### src/design/ppd_pkg.sv
// types, constants and helpers for the palette pixel decoder
package ppd_pkg;

  localparam int PALETTE_DEPTH_DEF = 256;
  localparam int IDX_W   = 8;
  localparam int COLOR_W = 24;
  localparam int ALPHA_W = 8;
  localparam int RGBA_W  = 32;
  localparam int CNT_W   = 3;
  localparam int MODE_W  = 2;
  localparam int APB_AW  = 3;
  localparam int APB_DW  = 32;
  localparam int REG_IDX_W = APB_AW - 2;

  localparam logic [ALPHA_W-1:0] ALPHA_FULL = 8'hFF;
  localparam logic [ALPHA_W-1:0] ALPHA_NONE = 8'h00;
  localparam logic [CNT_W-1:0]   CNT_LAST   = 3'd7;

  typedef enum logic {
    OP_LOAD  = 1'b0,
    OP_PIXEL = 1'b1
  } opcode_e;

  typedef enum logic [MODE_W-1:0] {
    MODE_OPAQUE = 2'd0,
    MODE_BIT    = 2'd1,
    MODE_BYTE   = 2'd2
  } alpha_mode_e;

  typedef enum logic [REG_IDX_W-1:0] {
    REG_ALPHA_MODE = 1'b0
  } reg_idx_e;

  typedef struct packed {
    logic               opcode;
    logic [IDX_W-1:0]   palette_index;
    logic [COLOR_W-1:0] palette_color;
    logic [ALPHA_W-1:0] alpha_byte;
    logic               first_pixel;
  } in_word_t;

  typedef struct packed {
    logic [RGBA_W-1:0] rgba;
    logic              advance_alpha;
  } out_word_t;

  typedef struct packed {
    logic [ALPHA_W-1:0] alpha;
    logic               advance;
  } alpha_info_t;

  // stored order is red high, blue low; output wants red low
  function automatic logic [COLOR_W-1:0] swap_rb(input logic [COLOR_W-1:0] c);
    swap_rb = {c[7:0], c[15:8], c[23:16]};
  endfunction

endpackage

### src/design/ppd_alpha_gen.sv
// alpha selection and packed-bit counter
module ppd_alpha_gen (
  input  logic                         clk_i,
  input  logic                         rst_ni,
  input  logic                         pixel_fire_i,
  input  logic                         first_pixel_i,
  input  logic [ppd_pkg::ALPHA_W-1:0]  alpha_byte_i,
  input  ppd_pkg::alpha_mode_e         alpha_mode_i,
  output ppd_pkg::alpha_info_t         info_o
);

  logic [ppd_pkg::CNT_W-1:0] cnt_q, cnt_d, cnt_eff;

  assign cnt_eff = first_pixel_i ? '0 : cnt_q;

  always_comb begin
    info_o.alpha   = ppd_pkg::ALPHA_FULL;
    info_o.advance = 1'b0;
    cnt_d          = cnt_q;
    if (pixel_fire_i) begin
      cnt_d = cnt_eff;
    end
    case (alpha_mode_i)
      ppd_pkg::MODE_BIT: begin
        info_o.alpha   = alpha_byte_i[cnt_eff] ? ppd_pkg::ALPHA_FULL : ppd_pkg::ALPHA_NONE;
        info_o.advance = (cnt_eff == ppd_pkg::CNT_LAST);
        if (pixel_fire_i) begin
          cnt_d = cnt_eff + 1'b1;
        end
      end
      ppd_pkg::MODE_BYTE: begin
        info_o.alpha   = alpha_byte_i;
        info_o.advance = 1'b1;
      end
      default: begin
        info_o.alpha   = ppd_pkg::ALPHA_FULL;
        info_o.advance = 1'b0;
      end
    endcase
  end

  always_ff @(posedge clk_i or negedge rst_ni) begin
    if (!rst_ni) begin
      cnt_q <= '0;
    end else begin
      cnt_q <= cnt_d;
    end
  end

endmodule

### config.mk
export PLATFORM = sky130hd
export DESIGN_NAME = ppd_alpha_gen
export DESIGN_NICKNAME = d
export VERILOG_FILES = /design/src/design/ppd_pkg.sv /design/src/design/ppd_alpha_gen.sv
export SDC_FILE = /design/constraint.sdc
export NUM_CORES = 1
export LEC_CHECK = 0
export BUFFER_PORTS_ARGS = -buffer_cell sky130_fd_sc_hd__buf_2
export CAP_MARGIN = 0
export CORE_AREA = 2 2 39 41
export CTS_CLUSTER_SIZE = 40
export DETAILED_ROUTE_END_ITERATION = 6
export DIE_AREA = 0 0 41 43
export PLACE_DENSITY = 0.63
export SYNTH_ARGS = -nofsm -noshare
export SYNTH_HDL_FRONTEND = slang
export SYNTH_SLANG_ARGS = --single-unit
### constraint.sdc
create_clock -name clk_i -period 2.6 [get_ports clk_i]
set_input_delay 0 -clock clk_i [delete_from_list [all_inputs] [get_ports clk_i]]
set_output_delay 0 -clock clk_i [all_outputs]
set_load 0.02 [all_outputs]
==> results.tsv, run 1 <==
metric	value	unit
grt_max_degree	11	
rows	14	
antenna_cells	0	
wire_per_inst	11.9	µm
period_minus_slack	1780	ps
synth-edff-count	0	
ff2ff_path_depth	4	
drt_first_pass_iters	3	
dieArea	1760	µm²
synth-seq-cells	3	
core	1380	µm²
grt_pass1_vias	440	
yosys.area_share.simple	0.292	
crit_path_cell_trace	mux2i_1 > nor3b_2 > o311ai_4 > nand3_1 > buf_2	
cp_data_required_time	2600	ps
wl	1100	µm
num_vias	463	
syn_inst	52	
p_leak	0.269	nW
drive_gt1_frac	0.382	
worst_hold_path_type	primary input to flip-flop	
critPathMaxStageDelay	510	ps
dp_hpwl	846	µm
maxCapViolCount	0	
port_buffers	22	
regToRegSetupSlack	1160	ps
reg2reg_to	cnt_q[2]$_DFF_PN0_	
drt_iter0_drc	12	
syn-cell-area	420	µm²
hold_violations	0	
cp.arrival	1780	ps
place.gp.congestion	0.710	
hold_path_depth	2	
hp-start	pixel_fire_i	
cp_num_cells	5	
cts_buffers	3	
rsz0062_at_grt	false	
die_x	41	µm
ioPinCount	23	
status	completed	
final_max_slew_viol_count	0	
ant_nets	0	
max_slew_margin	0.739	
htreeDepth	1	
avgViaCountPerCell	5.03	
endpoint_kind	primary output	
start_util	0.304	
ir_drop	0.000238	V
cts_tree	done	
yosys.area_share.adder	0.0893	
synth_top_family_by_area	simple AND/OR/NAND/NOR gates	
synthFlopType	dfrtp_1	
synth_cell_types	22	
antenna_found_initial	0	
fin_setup_tns	0	ps
crit_family	flip-flops	
syn_nets	69	
min_to	cnt_q[1]$_DFF_PN0_	
critPathMaxFanout	9	
path_clk_slew	40	ps
cp-start-kind	flip-flop	
finClkSkew	0.913	ps
synth-seq-area-share	0.179	
die_h	43	µm
setup_viol	0	
clk_latency	240	ps
synth_compound_area_frac	0.250	
worst-setup-path-type	flip-flop to primary output	
grt_use_total	0.146	
cts_root_buffer	clkbuf_4	
grt_pass1_wl	1740	µm
p_per_area	498	nW/µm²
crit_buf_inv	1	
drc	0	
yosys_warnings	0	
final_net_count	94	
postCtsSetupRepairBufs	0	
tightest_slew	390	ps
period_share	0.683	
total_power	0.275	mW
synthMuxAreaShare	0.0744	
synthXorXnorAreaFrac	0	
critPathSlowestCell	dfrtp_1	
numClockSinks	3	
max_freq	0.563	GHz
avgSynthCellArea	8.08	µm²
r2r-start	cnt_q[1]$_DFF_PN0_	
clock_path_buffers	2	
area.growth.synth_to_final	31.5	%
synthArstFlopShare	1.00	
globalRouteOverflowTotal	0	
-- power breakdown --
part | switching [mW] | internal [mW]
Clock | 0.0288 | 0.0578
Combinational | 0.0680 | 0.0506
Sequential | 0.0168 | 0.0532
-- final cells by class --
| class | instances | area [µm²] |
|---|---|---|
| fill | 153 | 831 |
| multi-input combinational | 42 | 297 |
| timing repair buffer | 23 | 120 |
| sequential | 3 | 75.1 |
| clock buffer | 4 | 26.3 |
| tap | 16 | 20.0 |
| inverter | 4 | 15.0 |
-- metal layers --
layer / routed length [µm] / track usage
met5: 0 / 0
met4: 12 / 0.0800
met3: 30 / 0.0471
met2: 600 / 0.241
met1: 454 / 0.152
-- worst max path at each step --
stage           endpoint          startpoint  slack [ps]
3_3_place_gp   info_o[6]  cnt_q[1]$_DFF_PN0_        1150
5_1_grt        info_o[3]  cnt_q[1]$_DFF_PN0_         730
3_5_place_dp   info_o[8]  cnt_q[1]$_DFF_PN0_        1100
2_1_floorplan  info_o[1]           flip-flop        1280
4_1_cts        info_o[8]  cnt_q[1]$_DFF_PN0_         840
6_report       info_o[8]  cnt_q[1]$_DFF_PN0_         820
-- synth_stat cells (all sizes together), types with 2 or more instances --
| cell | n | area share |
|---|---|---|
| mux2i | 2 | 0.048 |
| inv | 4 | 0.036 |
| buf | 3 | 0.080 |
| a21oi | 4 | 0.057 |
| nor3b | 4 | 0.083 |
| nand2 | 9 | 0.080 |
| nor2 | 2 | 0.018 |
| nand3 | 8 | 0.095 |
| dfrtp | 3 | 0.18 |
| ha | 3 | 0.089 |
-- kinds of logic after synthesis --
kind of cell,Yosys count
AO/OA/AOI/OAI,12
buffers and inverters,7
AND/OR/NAND/NOR,24
adder cells (fa/ha/maj),3
multiplexers,3
flip-flops,3
-- what timing repair did --
| item | CTS | global route |
|---|---|---|
| hold endpoints to repair | 3 | 0 |
| gates resized for setup | 0 | 0 |
| hold buffers | 1 | 0 |
| setup endpoints to repair | 0 | 0 |
-- placed cells by master, fill, tap and decap left out, types with 2 or more instances in the layout --
master	instances
a21oi_1	3
buf_2	22
clkbuf_4	3
dfrtp_1	3
ha_1	3
inv_1	4
mux2i_1	2
nand2_1	9
nand3_1	8
nor2_1	2
nor3b_1	3
-- stage by stage --
stage                     cells  setup WS, ps  utilization  instance area, µm²  hold slack [ps]
after floorplan              52          1280            -                 420             -296
after detailed placement     87          1100        0.373                 517             -205
after CTS                    92           843        0.400                 553             6.48
after global placement       87          1150        0.373                 517             -204
final                        92           823        0.400                 553             12.8
after global routing         92           731        0.400                 553             13.7
Note: power is estimated with default switching activity, not from simulation.
==> run 2: changes to the inputs <==
--- a/config.mk
+++ b/config.mk
@@ -5,13 +5,14 @@
 export SDC_FILE = /design/constraint.sdc
 export NUM_CORES = 1
 export LEC_CHECK = 0
+export ABC_AREA = 1
 export BUFFER_PORTS_ARGS = -buffer_cell sky130_fd_sc_hd__buf_2
 export CAP_MARGIN = 0
 export CORE_AREA = 2 2 39 41
 export CTS_CLUSTER_SIZE = 40
 export DETAILED_ROUTE_END_ITERATION = 6
 export DIE_AREA = 0 0 41 43
-export PLACE_DENSITY = 0.63
+export PLACE_DENSITY = 0.64
 export SYNTH_ARGS = -nofsm -noshare
 export SYNTH_HDL_FRONTEND = slang
 export SYNTH_SLANG_ARGS = --single-unit
==> constraint.sdc (replaced) <==
create_clock -name clk_i -period 1.5 [get_ports clk_i]
set_input_delay 0 -clock clk_i [delete_from_list [all_inputs] [get_ports clk_i]]
set_output_delay 0 -clock clk_i [all_outputs]
set_load 0.02 [all_outputs]
==> run 2 against run 1 <==
Effect of this change: global-route usage is 1.9 points lower; cell count is 22% higher; non-clock buffer count unchanged; flip-flop and latch count unchanged; combinational power up 70%; design area grew 9.0%; register-to-register slack got worse by 770 ps; count of clock-buffer cells in the layout unchanged; via count is 11% higher; first-iteration DRC count down 42%.
==> results.tsv, run 2 <==
metric	value	unit	change
finClkSkew	1.39	ps	+0.474 ps
worst_path_most_repeated_cell	nand2_1		
min_to	cnt_q[2]$_DFF_PN0_		
reg2reg_to	cnt_q[2]$_DFF_PN0_		
hold_path_depth	3		+1
syn_nets	88		+28%
max_freq	0.721	GHz	
synth-seq-area-share	0.184		+0.00548
highest_layer	met3		
period_share	0.925		
clk_latency	230	ps	about the same
synth_common_cells	nand2_1 (25), inv_1 (10), a21oi_1 (9)		
crit_path_cell_trace	nand2_4 > nand2_1 > nand2_1 > nand2_1 > nand2_1 > nand2_2 > nand3_4 > nand2_1 > buf_4		
die_h	43	µm	unchanged
synth-seq-cells	3		unchanged
period_minus_slack	1390	ps	
rsz0062_at_grt	true		
worst-setup-path-type	flip-flop to primary output		
final_max_slew_viol_count	0		unchanged
maxCapViolCount	0		unchanged
place_inst	107		+23%
grt_pass1_vias	434		-1.4%
die_x	41	µm	unchanged
ff2ff_path_depth	5		+1
cts_buffers	3		unchanged
met3_length	43	µm	+43%
final_cells	112		+22%
cp-start-kind	flip-flop		
crit_buf_inv	1		unchanged
worst_hold_path_type	primary input to flip-flop		
avgViaCountPerCell	4.61		-8.5%
seqCellArea	76.3	µm²	+1.7%
yosys-top-cells-area	nand2_1 (23%), dfrtp_1 (18%), a21oi_1 (11%)		
seqPwrFrac	0.220		-0.034
yosys.area.top_type	nand2_1		
setup_viol	0		unchanged
drt_iter0_drc	7		-5
grt_pass1_wl	1570	µm	-9.5%
wl	995	µm	-9.4%
htreeDepth	1		unchanged
netlist.area_leader.share	0.230		+0.0515
hold_violations	0		unchanged
p_int	0.273	mW	+69%
multi_input_area	292	µm²	-1.7%
ir_drop	0.000440	V	+85%
path_clk_slew	40	ps	about the same
hp-start	pixel_fire_i		
syn_inst	71		+37%
antenna_cells	0		unchanged
fin_util	0.436		+0.0362
max_slew_margin	0.796		+0.0572
p_per_area	729	nW/µm²	+47%
postCtsSetupRepairBufs	0		unchanged
cts_tree	done		
drive_gt1_frac	0.333		-0.0482
cp.arrival	1390	ps	-390 ps
place.gp.congestion	0.734		+3.3%
ant_nets	0		unchanged
dieArea	1760	µm²	unchanged
critPathMaxStageDelay	440	ps	-70 ps
numClockSinks	3		unchanged
synth-edff-count	0		unchanged
num_vias	516		+11%
cp_num_cells	9		+4
critPathMaxFanout	8		-1
port_buffers	22		unchanged
regToRegSetupSlack	390	ps	-770 ps
syn-cell-area	408	µm²	-3.0%
tightest_slew	306	ps	-83.4 ps
clock_path_buffers	2		unchanged
switching_share	0.379		-0.0340
drc	0		unchanged
status	completed		
whs	31.6	ps	+18.8 ps
critPathSlowestCell	dfrtp_2		
endpoint_kind	primary output		
ioPinCount	23		unchanged
pwr-share-comb	0.459		+0.028
layout_commonest_cell	nand2_1		
synthArstFlopShare	1.00		unchanged
antenna_found_initial	0		unchanged
synthFlopType	dfrtp_1		
p_clk_frac	0.321		+0.006
final_net_count	114		+21%
cp_data_required_time	1500	ps	-1100 ps
rows	14		unchanged
grt_use_total	0.127		-0.0192
avgSynthCellArea	5.74	µm²	-29%
met1Wirelength	418	µm	-7.9%
yosys_warnings	0		unchanged
drt_first_pass_iters	4		+1
cts_root_buffer	clkbuf_4		
start_util	0.295		-0.00904
yosysMostFrequentCell	nand2_1		
area.growth.synth_to_final	47.9	%	
core	1380	µm²	unchanged
wl_met2	533	µm	-11%
wire_per_inst	8.88	µm	-26%
p_leak	0.366	nW	+36%
synth_cell_types	14		-36%
mostFrequentLayoutCells	nand2_1 (25), buf_2 (17), inv_1 (10), a21oi_1 (9), nand3_1 (7)		
grt_max_degree	10		-1
globalRouteOverflowTotal	0		unchanged
fillCellCount	162		+5.9%
power_switching	0.167	mW	+47%
crit_family	simple AND/OR/NAND/NOR gates		
dp_hpwl	805	µm	-4.8%
run 2: through the flow:
step / setup WS [ps] / area, µm² / TNS, ps / total power [mW]
after global routing: -19.3 / 603 / -23.9 / 0.480
after CTS: 21.7 / 567 / 0 / 0.428
after floorplan: 414 / 408 / 0 / 0.214
after global placement: 286 / 531 / 0 / 0.272
after detailed placement: 281 / 531 / 0 / 0.275
final: 112 / 603 / 0 / 0.440
run 2: logic make-up (layout without fill, tap and decap cells):
kind of cell / after synthesis / in the layout / share of synthesized area
compound gates: 10 / 10 / 0.123
xor+xnor: 1 / 1 / 0.0215
fa+ha+maj: 3 / 3 / 0.0920
buf+inv: 13 / 38 / 0.120
flops: 3 / 3 / 0.184
simple gates: 41 / 41 / 0.460
run 2: repair_timing:
action | in CTS | in global routing
hold endpoints to repair | 3 | 0
hold buffers | 1 | 0
endpoints found under the setup margin | 0 | 9
gates resized for setup | 0 | 12
run 2: cell type report:
| class | instances | area share |
|---|---|---|
| clock buffers | 4 | 0.0436 |
| well taps | 16 | 0.0332 |
| multi-input cells | 55 | 0.483 |
| flip-flops and latches | 3 | 0.127 |
| inverters | 11 | 0.0685 |
| repair buffers | 23 | 0.245 |
run 2: worst max path at each step:
| stage | startpoint | to | slack, ps |
|---|---|---|---|
| after detailed placement | flip-flop | info_o[5] | 280 |
| after global routing | flip-flop | info_o[5] | -20 |
| after floorplan | flip-flop | info_o[0] | 410 |
| after global placement | flip-flop | info_o[4] | 290 |
| after CTS | flip-flop | info_o[5] | 20 |
| final | flip-flop | info_o[5] | 110 |
run 2: worst min-delay path, delay by kind of cell:
| family | cells | cell delay [ps] |
|---|---|---|
| buffers and inverters | 1 | 100 |
| AND/OR/NAND/NOR | 2 | 130 |
run 2: power by group through the flow:
stage / Combinational [mW] / Clock, mW / Sequential (mW)
6_report: 0.202 / 0.141 / 0.0967
5_1_grt: 0.224 / 0.158 / 0.0981
4_1_cts: 0.182 / 0.151 / 0.0949
3_5_place_dp: 0.179 / 0 / 0.0960
3_3_place_gp: 0.176 / 0 / 0.0961
2_1_floorplan: 0.120 / 0 / 0.0942
run 2: layer usage:
layer	up-vias	track usage
li1	273	-
met5	-	0
met1	229	0.151
met2	14	0.209
met3	0	0
met4	0	0.0800
